$ cat src/hw/rtl/favc_pkg.sv
// Shared types and constants for the finger approach velocity controller.
package favc_pkg;

  localparam int unsigned NumSlots   = 3;
  localparam int unsigned PosW       = 14;
  localparam int unsigned ForceW     = 12;
  localparam int unsigned FingerW    = 2;
  localparam int unsigned VelW       = 11;
  localparam int unsigned CfgIdxW    = 3;
  localparam int unsigned CfgDataW   = 14;
  localparam int unsigned ProdW      = 26;
  localparam int unsigned FifoDepth  = 2;
  localparam int unsigned FifoPtrW   = 1;
  localparam int unsigned FifoCntW   = 2;

  localparam logic [PosW-1:0]   StopBand   = 14'd40;
  localparam logic [ProdW-1:0]  GainSq     = 26'd2500;
  localparam logic [VelW-1:0]   VelMin     = 11'd80;
  localparam logic [VelW-1:0]   VelMax     = 11'd960;
  localparam logic [VelW-1:0]   VelClose   = 11'd880;
  localparam logic [ForceW-1:0] LimitReset = 12'd150;
  // Highest power of four that the product can reach: 2500 * 16383 < 2^26.
  localparam logic [ProdW-1:0]  RootStart  = 26'd1 << 24;

  typedef enum logic [CfgIdxW-1:0] {
    CFG_GRIP_MODE = 3'd0,
    CFG_TARGET_A  = 3'd1,
    CFG_TARGET_B  = 3'd2,
    CFG_TARGET_C  = 3'd3,
    CFG_LIMIT_A   = 3'd4,
    CFG_LIMIT_B   = 3'd5,
    CFG_LIMIT_C   = 3'd6
  } cfg_idx_e;

  typedef enum logic [1:0] {
    KIND_ZERO  = 2'd0,
    KIND_CLOSE = 2'd1,
    KIND_SQRT  = 2'd2
  } cmd_kind_e;

  typedef enum logic [1:0] {
    BK_IDLE = 2'd0,
    BK_MUL  = 2'd1,
    BK_ROOT = 2'd2,
    BK_DONE = 2'd3
  } back_state_e;

  typedef struct packed {
    logic [FingerW-1:0]  finger;
    cmd_kind_e           kind;
    logic                neg;
    logic [PosW-1:0]     mag;
    logic                fstop;
    logic [NumSlots-1:0] done_mask;
    logic                all_stop;
  } cmd_t;

endpackage

$ cat src/hw/rtl/finger_approach_velocity_controller_core.sv
// Top level of the finger approach velocity controller.
//
//   Channel  Handshake                  Beat contents
//   cfg      cfg_valid_i / cfg_ready_o  cfg_index_i, cfg_data_i
//   in       in_valid_i  / in_ready_o   finger, position, force, restart, halt
//   out      out_valid_o / out_ready_i  finger, velocity, stop, done mask, all stop
//
// A sample that needs no square root passes through the queue, the back end command register
// and the output register; a move-mode sample that needs a velocity also goes through the
// scaling multiply and the bit-serial square root in the back end.
// The back end works on one sample at a time; the two-entry queue keeps the input open
// while it is busy. Reset clears the done mask and restores the register reset values.
// A stalled output holds the back end, which then fills the queue and drops in_ready_o.
module finger_approach_velocity_controller_core import favc_pkg::*; #(
  parameter int unsigned NUM_FINGERS = 3
) (
  input  logic                   clk_i,
  input  logic                   rst_ni,
  input  logic                   cfg_valid_i,
  output logic                   cfg_ready_o,
  input  logic [CfgIdxW-1:0]     cfg_index_i,
  input  logic [CfgDataW-1:0]    cfg_data_i,
  input  logic                   in_valid_i,
  output logic                   in_ready_o,
  input  logic [FingerW-1:0]     finger_i,
  input  logic [PosW-1:0]        position_i,
  input  logic [ForceW-1:0]      force_req_i,
  input  logic                   restart_i,
  input  logic                   halt_i,
  output logic                   out_valid_o,
  input  logic                   out_ready_i,
  output logic [FingerW-1:0]     finger_out_o,
  output logic signed [VelW-1:0] velocity_o,
  output logic                   finger_stop_o,
  output logic [NumSlots-1:0]    done_mask_o,
  output logic                   all_stop_o
);

  logic q_full, q_empty, q_push, q_pop;
  cmd_t push_cmd, pop_cmd;

  favc_front #(
    .NUM_FINGERS(NUM_FINGERS)
  ) u_front (
    .clk_i       (clk_i),
    .rst_ni      (rst_ni),
    .cfg_valid_i (cfg_valid_i),
    .cfg_ready_o (cfg_ready_o),
    .cfg_index_i (cfg_index_i),
    .cfg_data_i  (cfg_data_i),
    .in_valid_i  (in_valid_i),
    .in_ready_o  (in_ready_o),
    .finger_i    (finger_i),
    .position_i  (position_i),
    .force_req_i (force_req_i),
    .restart_i   (restart_i),
    .halt_i      (halt_i),
    .q_full_i    (q_full),
    .q_push_o    (q_push),
    .q_cmd_o     (push_cmd)
  );

  favc_fifo u_fifo (
    .clk_i      (clk_i),
    .rst_ni     (rst_ni),
    .push_i     (q_push),
    .push_cmd_i (push_cmd),
    .full_o     (q_full),
    .pop_i      (q_pop),
    .empty_o    (q_empty),
    .pop_cmd_o  (pop_cmd)
  );

  favc_back u_back (
    .clk_i         (clk_i),
    .rst_ni        (rst_ni),
    .q_empty_i     (q_empty),
    .q_cmd_i       (pop_cmd),
    .q_pop_o       (q_pop),
    .out_valid_o   (out_valid_o),
    .out_ready_i   (out_ready_i),
    .finger_out_o  (finger_out_o),
    .velocity_o    (velocity_o),
    .finger_stop_o (finger_stop_o),
    .done_mask_o   (done_mask_o),
    .all_stop_o    (all_stop_o)
  );

endmodule

$ cat src/hw/rtl/favc_front.sv
// Front end: configuration registers, done mask and classification of each sample.
module favc_front import favc_pkg::*; #(
  parameter int unsigned NUM_FINGERS = 3
) (
  input  logic                clk_i,
  input  logic                rst_ni,
  input  logic                cfg_valid_i,
  output logic                cfg_ready_o,
  input  logic [CfgIdxW-1:0]  cfg_index_i,
  input  logic [CfgDataW-1:0] cfg_data_i,
  input  logic                in_valid_i,
  output logic                in_ready_o,
  input  logic [FingerW-1:0]  finger_i,
  input  logic [PosW-1:0]     position_i,
  input  logic [ForceW-1:0]   force_req_i,
  input  logic                restart_i,
  input  logic                halt_i,
  input  logic                q_full_i,
  output logic                q_push_o,
  output cmd_t                q_cmd_o
);

  localparam int unsigned NfEff = (NUM_FINGERS < NumSlots) ? NUM_FINGERS : NumSlots;
  localparam logic [NumSlots-1:0] FullMask = NumSlots'((1 << NfEff) - 1);
  // With more fingers than slots the mask is never treated as full.
  localparam bit FullReachable = (NUM_FINGERS <= NumSlots);

  logic                grip_mode_q;
  logic [PosW-1:0]     target_q [NumSlots];
  logic [ForceW-1:0]   limit_q  [NumSlots];
  logic [NumSlots-1:0] mask_q, mask_d;

  logic [NumSlots-1:0] mask_base;
  logic                base_full;
  logic                finger_ok;
  logic [PosW-1:0]     tgt;
  logic [ForceW-1:0]   lim;
  logic                neg;
  logic [PosW-1:0]     mag;
  logic [NumSlots-1:0] finger_bit;
  cmd_t                cmd;

  assign cfg_ready_o = 1'b1;
  assign in_ready_o  = !q_full_i;
  assign q_push_o    = in_valid_i && in_ready_o;
  assign q_cmd_o     = cmd;

  always_ff @(posedge clk_i or negedge rst_ni) begin
    if (!rst_ni) begin
      grip_mode_q <= 1'b0;
      for (int i = 0; i < NumSlots; i++) begin
        target_q[i] <= '0;
        limit_q[i]  <= LimitReset;
      end
    end else if (cfg_valid_i) begin
      unique case (cfg_idx_e'(cfg_index_i))
        CFG_GRIP_MODE: grip_mode_q <= cfg_data_i[0];
        CFG_TARGET_A:  target_q[0] <= cfg_data_i;
        CFG_TARGET_B:  target_q[1] <= cfg_data_i;
        CFG_TARGET_C:  target_q[2] <= cfg_data_i;
        CFG_LIMIT_A:   limit_q[0]  <= cfg_data_i[ForceW-1:0];
        CFG_LIMIT_B:   limit_q[1]  <= cfg_data_i[ForceW-1:0];
        CFG_LIMIT_C:   limit_q[2]  <= cfg_data_i[ForceW-1:0];
        default: ;
      endcase
    end
  end

  always_ff @(posedge clk_i or negedge rst_ni) begin
    if (!rst_ni) begin
      mask_q <= '0;
    end else if (q_push_o) begin
      mask_q <= mask_d;
    end
  end

  always_comb begin
    mask_base  = restart_i ? '0 : mask_q;
    base_full  = FullReachable && ((mask_base & FullMask) == FullMask);
    finger_ok  = (32'(finger_i) < NUM_FINGERS) && (32'(finger_i) < NumSlots);
    tgt        = '0;
    lim        = '0;
    unique case (finger_i)
      2'd0: begin tgt = target_q[0]; lim = limit_q[0]; end
      2'd1: begin tgt = target_q[1]; lim = limit_q[1]; end
      2'd2: begin tgt = target_q[2]; lim = limit_q[2]; end
      default: ;
    endcase
    neg        = tgt < position_i;
    mag        = neg ? (position_i - tgt) : (tgt - position_i);
    finger_bit = NumSlots'(1) << finger_i;

    mask_d        = mask_base;
    cmd.finger    = finger_i;
    cmd.kind      = KIND_ZERO;
    cmd.neg       = neg;
    cmd.mag       = mag;
    cmd.fstop     = 1'b0;

    if (halt_i || base_full) begin
      cmd.fstop = 1'b1;
    end else if (finger_ok) begin
      if (!grip_mode_q) begin
        if (mag <= StopBand) begin
          cmd.fstop = 1'b1;
          mask_d    = mask_base | finger_bit;
        end else begin
          cmd.kind = KIND_SQRT;
        end
      end else begin
        if (force_req_i > lim) begin
          cmd.fstop = 1'b1;
          mask_d    = mask_base | finger_bit;
        end else begin
          cmd.kind = KIND_CLOSE;
        end
      end
      mask_d = mask_d & FullMask;
    end

    cmd.done_mask = mask_d;
    cmd.all_stop  = halt_i || (FullReachable && ((mask_d & FullMask) == FullMask));
  end

endmodule

$ cat src/hw/rtl/favc_fifo.sv
// Two-entry command queue between the front end and the velocity back end.
module favc_fifo import favc_pkg::*; (
  input  logic clk_i,
  input  logic rst_ni,
  input  logic push_i,
  input  cmd_t push_cmd_i,
  output logic full_o,
  input  logic pop_i,
  output logic empty_o,
  output cmd_t pop_cmd_o
);

  cmd_t                mem_q [FifoDepth];
  logic [FifoPtrW-1:0] wr_ptr_q, rd_ptr_q;
  logic [FifoCntW-1:0] count_q;

  assign full_o    = (count_q == FifoCntW'(FifoDepth));
  assign empty_o   = (count_q == '0);
  assign pop_cmd_o = mem_q[rd_ptr_q];

  always_ff @(posedge clk_i) begin
    if (push_i) begin
      mem_q[wr_ptr_q] <= push_cmd_i;
    end
  end

  always_ff @(posedge clk_i or negedge rst_ni) begin
    if (!rst_ni) begin
      wr_ptr_q <= '0;
      rd_ptr_q <= '0;
      count_q  <= '0;
    end else begin
      if (push_i) begin
        wr_ptr_q <= wr_ptr_q + 1'b1;
      end
      if (pop_i) begin
        rd_ptr_q <= rd_ptr_q + 1'b1;
      end
      unique case ({push_i, pop_i})
        2'b10:   count_q <= count_q + 1'b1;
        2'b01:   count_q <= count_q - 1'b1;
        default: count_q <= count_q;
      endcase
    end
  end

  a_count_bound: assert property (@(posedge clk_i) disable iff (!rst_ni)
    count_q <= FifoCntW'(FifoDepth))
    else $error("command queue count exceeds its depth");

  a_no_push_full: assert property (@(posedge clk_i) disable iff (!rst_ni)
    full_o |-> !push_i)
    else $error("command pushed into a full queue");

  a_no_pop_empty: assert property (@(posedge clk_i) disable iff (!rst_ni)
    empty_o |-> !pop_i)
    else $error("command popped from an empty queue");

endmodule

$ cat src/hw/rtl/favc_back.sv
// Back end: scaling multiply, bit-serial square root, clamp and the output register.
module favc_back import favc_pkg::*; (
  input  logic                      clk_i,
  input  logic                      rst_ni,
  input  logic                      q_empty_i,
  input  cmd_t                      q_cmd_i,
  output logic                      q_pop_o,
  output logic                      out_valid_o,
  input  logic                      out_ready_i,
  output logic [FingerW-1:0]        finger_out_o,
  output logic signed [VelW-1:0]    velocity_o,
  output logic                      finger_stop_o,
  output logic [NumSlots-1:0]       done_mask_o,
  output logic                      all_stop_o
);

  back_state_e         state_q, state_d;
  cmd_t                cmd_q, cmd_d;
  logic [ProdW-1:0]    rem_q, rem_d;
  logic [ProdW-1:0]    root_q, root_d;
  logic [ProdW-1:0]    bit_q, bit_d;

  logic                out_valid_q, out_valid_d;
  logic [FingerW-1:0]  out_finger_q, out_finger_d;
  logic [VelW-1:0]     out_vel_q, out_vel_d;
  logic                out_fstop_q, out_fstop_d;
  logic [NumSlots-1:0] out_mask_q, out_mask_d;
  logic                out_all_q, out_all_d;

  logic [ProdW:0]      trial;
  logic [VelW-1:0]     vel_mag;
  logic                out_free;

  assign out_valid_o   = out_valid_q;
  assign finger_out_o  = out_finger_q;
  assign velocity_o    = out_vel_q;
  assign finger_stop_o = out_fstop_q;
  assign done_mask_o   = out_mask_q;
  assign all_stop_o    = out_all_q;

  always_ff @(posedge clk_i or negedge rst_ni) begin
    if (!rst_ni) begin
      state_q     <= BK_IDLE;
      out_valid_q <= 1'b0;
    end else begin
      state_q     <= state_d;
      out_valid_q <= out_valid_d;
    end
  end

  always_ff @(posedge clk_i) begin
    cmd_q        <= cmd_d;
    rem_q        <= rem_d;
    root_q       <= root_d;
    bit_q        <= bit_d;
    out_finger_q <= out_finger_d;
    out_vel_q    <= out_vel_d;
    out_fstop_q  <= out_fstop_d;
    out_mask_q   <= out_mask_d;
    out_all_q    <= out_all_d;
  end

  always_comb begin
    state_d      = state_q;
    cmd_d        = cmd_q;
    rem_d        = rem_q;
    root_d       = root_q;
    bit_d        = bit_q;
    out_finger_d = out_finger_q;
    out_vel_d    = out_vel_q;
    out_fstop_d  = out_fstop_q;
    out_mask_d   = out_mask_q;
    out_all_d    = out_all_q;
    q_pop_o      = 1'b0;
    out_free     = !out_valid_q || out_ready_i;
    out_valid_d  = out_valid_q && !out_ready_i;
    trial        = {1'b0, root_q} + {1'b0, bit_q};

    if (root_q > ProdW'(VelMax)) begin
      vel_mag = VelMax;
    end else if (root_q < ProdW'(VelMin)) begin
      vel_mag = VelMin;
    end else begin
      vel_mag = root_q[VelW-1:0];
    end

    unique case (state_q)
      BK_IDLE: begin
        if (!q_empty_i) begin
          q_pop_o = 1'b1;
          cmd_d   = q_cmd_i;
          state_d = (q_cmd_i.kind == KIND_SQRT) ? BK_MUL : BK_DONE;
        end
      end
      BK_MUL: begin
        rem_d   = {{(ProdW-PosW){1'b0}}, cmd_q.mag} * GainSq;
        root_d  = '0;
        bit_d   = RootStart;
        state_d = BK_ROOT;
      end
      BK_ROOT: begin
        // One result bit per cycle, two bits of the radicand consumed.
        if ({1'b0, rem_q} >= trial) begin
          rem_d  = rem_q - trial[ProdW-1:0];
          root_d = (root_q >> 1) + bit_q;
        end else begin
          root_d = root_q >> 1;
        end
        bit_d = bit_q >> 2;
        if (bit_q[0]) begin
          state_d = BK_DONE;
        end
      end
      BK_DONE: begin
        if (out_free) begin
          out_valid_d  = 1'b1;
          out_finger_d = cmd_q.finger;
          out_fstop_d  = cmd_q.fstop;
          out_mask_d   = cmd_q.done_mask;
          out_all_d    = cmd_q.all_stop;
          unique case (cmd_q.kind)
            KIND_CLOSE: out_vel_d = VelClose;
            KIND_SQRT:  out_vel_d = cmd_q.neg ? VelW'(-vel_mag) : vel_mag;
            default:    out_vel_d = '0;
          endcase
          state_d = BK_IDLE;
        end
      end
      default: state_d = BK_IDLE;
    endcase
  end

  a_stop_zero_vel: assert property (@(posedge clk_i) disable iff (!rst_ni)
    (out_valid_q && out_fstop_q) |-> (out_vel_q == '0))
    else $error("stopped finger carries a non-zero velocity");

  a_vel_range: assert property (@(posedge clk_i) disable iff (!rst_ni)
    out_valid_q |-> ($signed(out_vel_q) <= $signed(VelMax) &&
                     $signed(out_vel_q) >= -$signed(VelMax)))
    else $error("velocity outside its clamp range");

  a_root_onehot: assert property (@(posedge clk_i) disable iff (!rst_ni)
    (state_q == BK_ROOT) |-> $onehot(bit_q))
    else $error("square root step mark is not one-hot");

  a_root_exit: assert property (@(posedge clk_i) disable iff (!rst_ni)
    (state_q == BK_ROOT) |=> (state_q == BK_ROOT || state_q == BK_DONE))
    else $error("square root left for an unexpected state");

endmodule
$ cat config.mk
export PLATFORM = sky130hd
export DESIGN_NAME = finger_approach_velocity_controller_core
export DESIGN_NICKNAME = d
export VERILOG_FILES = /design/src/hw/rtl/favc_pkg.sv /design/src/hw/rtl/finger_approach_velocity_controller_core.sv /design/src/hw/rtl/favc_front.sv /design/src/hw/rtl/favc_fifo.sv /design/src/hw/rtl/favc_back.sv
export SDC_FILE = /design/constraint.sdc
export NUM_CORES = 1
export LEC_CHECK = 0
export BUFFER_PORTS_ARGS = -buffer_cell sky130_fd_sc_hd__buf_2
export CAP_MARGIN = 20
export CORE_ASPECT_RATIO = 1.5
export CORE_MARGIN = 3
export CORE_UTILIZATION = 45
export CTS_CLUSTER_DIAMETER = 200
export CTS_CLUSTER_SIZE = 12
export DETAILED_ROUTE_END_ITERATION = 12
export PLACE_DENSITY = 0.72
export SYNTH_ARGS = -nofsm -noshare
export SYNTH_HDL_FRONTEND = slang
export SYNTH_SLANG_ARGS = --single-unit
$ cat constraint.sdc
create_clock -name clk_i -period 11.92 [get_ports clk_i]
set_input_delay 0 -clock clk_i [delete_from_list [all_inputs] [get_ports clk_i]]
set_output_delay 0 -clock clk_i [all_outputs]
set_load 0.02 [all_outputs]
## Word level (Yosys, flattened, before mapping)

Memory sizes are Yosys's and may differ from the RTL's.
Index checks and enable logic that the tools add are counted.

- $add $sub $neg: 10
- Multiply operators: 1
- Magnitude comparators: 7
- Equality and inequality tests: 23
- Shifts and indexed selects: 1
- Multiplexer cells: 40
- Bitwise logic cells: 2
- Reductions and logical operators: 25

Operators by type and width:

| operator | count |
|---|---|
| $pmux W26 S2 | 3 |
| $mux W26 | 2 |
| $pmux W14 S3 | 1 |
| $pmux W12 S3 | 1 |
| $mux W11 | 3 |
| $sub A14 B14 Y14 | 2 |
| $add A26 B26 Y27 | 1 |
| $ge A26 B27 Y1 | 1 |
| $add A25 B26 Y26 | 1 |
| $gt A26 B10 Y1 const B | 1 |
| $lt A26 B7 Y1 const B | 1 |
| $sub A26 B26 Y26 | 1 |
| $mul A14 B10 Y24 const B | 1 |
| $pmux W11 S2 | 1 |
| $reduce_and A2 Y1 | 10 |
| $mux W3 | 6 |
| $mux W2 | 8 |
| $eq A3 B3 Y1 const B | 5 |
| $eq A2 B2 Y1 const B | 7 |
| $le A14 B6 Y1 const B | 1 |
| $lt A14 B14 Y1 | 1 |
| $mux W14 | 1 |
| $gt A12 B12 Y1 | 1 |
| $mux W1 | 12 |
| other kinds (22) | 37 |

- Bits in registers: 209
- RAM bits: 48
- Input bits: 52
- Output and inout bits: 21
- Word-level logic and storage cells: 138
- Memories kept: 1

Memory list:

| name | depth | width | read ports | clocked after Yosys merged registers in | write ports | RTL line | text |
|---|---|---|---|---|---|---|---|
| u_fifo.mem_q | 2 | 24 | 1 | 0 | 1 | favc_fifo.sv:13 | `cmd_t mem_q [FifoDepth];` |

## Longest topological paths before layout

- Word-level depth: 11
- Depth in mapped cells: 22
- Mapped depth without buffers: 21

## Cells and area by module

From an unflattened synthesis, not the netlist that was laid out.

- Cell total of the unflattened synthesis: 1,655
- Area, all modules: 17,342.9 µm²

Modules (own cells, without submodules):

| module | times used | cells each | area each (µm²) | seq. area each (µm²) |
|---|---|---|---|---|
| favc_back | 1 | 1,014 | 9,749.4 | 3,288.2 |
| favc_front | 1 | 550 | 5,575.3 | 2,067.0 |
| favc_fifo | 1 | 91 | 2,018.2 | 1,541.5 |

## Least setup slack after synthesis

OpenSTA, ideal clock, no wires.

- Path kind: register -> register
- From: register u_back.root_q[2]
- To: register u_back.rem_q[0] (enable)
- Library setup time: 0.365 ns
- Data arrival time: 4.787 ns
- Data required time: 11.555 ns
- Path slack: 6.769 ns
- Stages on the path, launching flop included: 21
- Path buffers: 2
- Clock period less this slack: 5.151 ns
- Cells stage by stage: edfxtp_1 -> ha_1 -> a31oi_1 -> o21bai_1 -> a31oi_1 -> o21bai_1 -> a31oi_1 -> o21bai_1 -> a211oi_1 -> o21bai_1 -> a31oi_1 -> xor2_1 -> ha_1 -> and3_1 -> nand2_1 -> nor4_1 -> a31oi_1 -> a221oi_1 -> buf_2 -> buf_2 -> mux2_2

- Cells in the longest elaborated chain, start to end: 4

RTL lines:

| what | RTL line | text |
|---|---|---|
| from (decl) | favc_back.sv:20 | `logic [ProdW-1:0] root_q, root_d;` |
| from (signal assigned) | favc_back.sv:54 | `root_q <= root_d;` |
| $add A26 B26 Y27 | favc_back.sv:77 | `trial = {1'b0, root_q} + {1'b0, bit_q};` |
| $ge A26 B27 Y1 | favc_back.sv:103 | `if ({1'b0, rem_q} >= trial) begin` |
| $ne A2 B1 Y1 (no line) | n/a |  |
| $reduce_and A2 Y1 (no line) | n/a |  |
| to (signal assigned) | favc_back.sv:53 | `rem_q <= rem_d;` |
| to (decl) | favc_back.sv:19 | `logic [ProdW-1:0] rem_q, rem_d;` |

No other way between the ends.
A chain may end at the register's enable or synchronous reset.

## Worst setup path in the final report

- From: register u_back.root_q[2]
- To: register u_back.rem_q[5] (enable)

Same word-level chain as after synthesis.

==> results.tsv <==
metric	value	unit
largest net degree at the start of global routing	90	
Final Skew	0.02487	ns
Routed Antenna Nets	0	
status	finished, final reports clean	
Tcrit/Tclk final	0.4916	
CTS Root Cell	clkbuf_16	
synthesized area per cell	10.72	µm²
die area	0.03988	mm²
ant diodes	0	
# DRC	0	
post-synth top area cell	edfxtp_1	
RSZ-0062 raised after global routing	no	
Worst-Margin Slew	1.013	ns
cell count after synthesis	1573	
grt ovf	0	
CTS Buf Count	24	
WP data arrival	6.01	ns
row count	86	
Ports	73	
Main synth FF type	edfxtp_1	
clk sink count	244	
Initial Util	0.4569	
synthesized cell area	0.01686	mm²
# fillers	3272	
post-CTS resize count	0	
Max-Cap Viols	0	
worst min-delay path category	in -> reg	
crit path kind	reg -> reg	
Commonest cells post-synth	167 x ha_1, 155 x edfxtp_1, 146 x inv_1	
cts hold-fix bufs	23	
GRT Resource Usage Total	0.1846	
Hold Slack	0.02392	ns
initial antenna violation count	0	
register area	0.006897	mm²
Post-DP HPWL	27.35	mm
Async SR Flop Fraction	0.3648	
Via density	5.486	
FMAX	170.7	MHz
relative slew slack	0.3245	
port bufs	71	
Syn Nets	1824	
startpoint types	flop	
Synth top area share	0.2760	
Longest Clk Path Bufs	3	
drt first pass iters	5	
P&R area growth vs syn	10.89	%
Setup Viol. Count Final	0	
cell area after placement	0.01772	mm²
CP max FO	39	
via count	11840	
die span in y	243.1	µm
routability cong.	0.8427	
final net count	1908	
Post-synth EDFFs	155	
Seq/Total Area, Yosys	0.4090	
setup TNS	0	ns
Die Span X	164.1	µm
DRT iter0 DRCs	577	
layout cell share with drive strength beyond 1	0.1589	
CTS tree	built	
Clock Latency Late Sink	0.54	ns
Clock H-tree levels	1	
final worst slack	6.060	ns
#FFs+latches synth	244	
area of the multi-input gates	0.009221	mm²
clock-pin transition on the worst setup and hold timing paths	0.06	ns
Pins Over Slew Limit	0	
Area contributors post-synth	edfxtp_1 28%, ha_1 12%, dfrtp_1 11%, mux2_2 7.4%, fa_1 3.8%	
Critical Path RT	12.07	ns
number of global-route vias before repair	12390	
Core Area	0.03691	mm²
crit path time final	5.860	ns
final std cell area, no fill	0.01870	mm²
pre-CTS setup slack	6.070	ns
final hold violation count	0	
Avg WL per Cell	16.91	µm
Routed WL	36.49	mm
post-CTS setup buffer count	0	
first-pass GRT wire length	60.49	mm
Cell variety after synth	87	
Crit. End Element	flop	
Syn. warnings	0	
top-count cell post-synth	ha_1	
## routing by layer
| metal | vias to the layer above | GRT usage | part of all wire |
|---|---|---|---|
| li1 | 5783 | - | - |
| met1 | 5749 | 0.2060 | 0.38 |
| met2 | 229 | 0.3466 | 0.54 |
| met3 | 78 | 0.02424 | 0.034 |
| met4 | 0 | 0.07543 | 0.040 |
| met5 | - | 0 | 0 |
## final timing paths
check / slack (ns) / cells after the start / startpoint / endpoint
worst max register to register: 6.06 / 19 / u_back.root_q[2]$_SDFFCE_PN0P_ / u_back.rem_q[5]$_DFFE_PP_
max in group asynchronous: 10.79 / 4 / rst_ni / u_front.limit_q[26]$_DFFE_PN1P_
worst min register to register: 0.42 / 0 / u_back.cmd_q[2]$_DFFE_PP_ / u_back.done_mask_o[1]$_DFFE_PP_
worst min-delay path: 0.02 / 4 / position_i[0] / u_fifo.mem_q[0][5]$_DFFE_PP_
min in group asynchronous: 0.47 / 3 / rst_ni / u_front.mask_q[2]$_DFFE_PN0P_
worst max-delay path: 6.06 / 19 / u_back.root_q[2]$_SDFFCE_PN0P_ / u_back.rem_q[5]$_DFFE_PP_
## placed cells by master (no fill, tap or decap), types with 33 or more instances in the layout
cell,synthesis,layout
buf_2,5,70
nor2_1,118,117
mux2_2,111,111
xor2_1,52,52
edfxtp_1,155,155
mux2i_1,33,33
inv_1,146,146
nand2_1,87,87
a21oi_1,83,83
xnor2_1,52,52
ha_1,167,166
dfrtp_1,77,77
o21ai_0,56,56
## cell families (layout without fill, tap and decap cells)
kind of cell	count (synthesis)	in the layout	share of synthesized area
AND/OR/NAND/NOR	365	365	0.1058
AO/OA/AOI/OAI	315	315	0.1254
flip-flops	244	244	0.4090
adder cells (fa/ha/maj)	199	199	0.1619
buffers and inverters	197	298	0.04645
multiplexers	148	148	0.09727
XOR/XNOR	104	104	0.05401
other	1	1	0.0002224
## flip-flops by register name (all words and copies together) (netlist names), 11 cells and up
register / count
u_fifo.mem_q: 48
u_front.target_q: 42
u_front.limit_q: 36
u_back.rem_q: 26
u_back.root_q: 26
u_back.cmd_q: 24
u_back.bit_q: 13
u_back.velocity_o: 11
## critical path, stage by stage (launching register included)
cell and delay (ns):
edfxtp_1 0.51, ha_1 0.37, a31oi_1 0.28, o21bai_1 0.16, a31oi_1 0.28, o21bai_1 0.16, a31oi_1 0.26, o21bai_1 0.17
a211oi_1 0.34, o21bai_1 0.15, a31oi_1 0.25, xor2_1 0.11, ha_1 0.34, and3_1 0.21, nand2_1 0.08, nor4_1 0.28
a31oi_1 0.18, a221oi_4 0.27, buf_4 0.37, mux2_2 0.67
## stage by stage
step	std cells	utilization
after detailed placement	2089	0.4800
final	2158	0.5067
after floorplan	1573	-
after global placement	2089	0.4800
after CTS	2155	0.5049
after global routing	2158	0.5067
## final cells by class
| cell class | count | share of cell area |
|---|---|---|
| clock inverters | 2 | 0.001338 |
| well taps | 484 | 0.03238 |
| repair buffers | 108 | 0.03934 |
| inverters | 147 | 0.02951 |
| flip-flops and latches | 244 | 0.3688 |
| clock buffers | 41 | 0.03553 |
| multi-input cells | 1132 | 0.4931 |
Power is not shown: default switching activity piles up to over one toggle a cycle in this logic, so the estimate is an artifact.
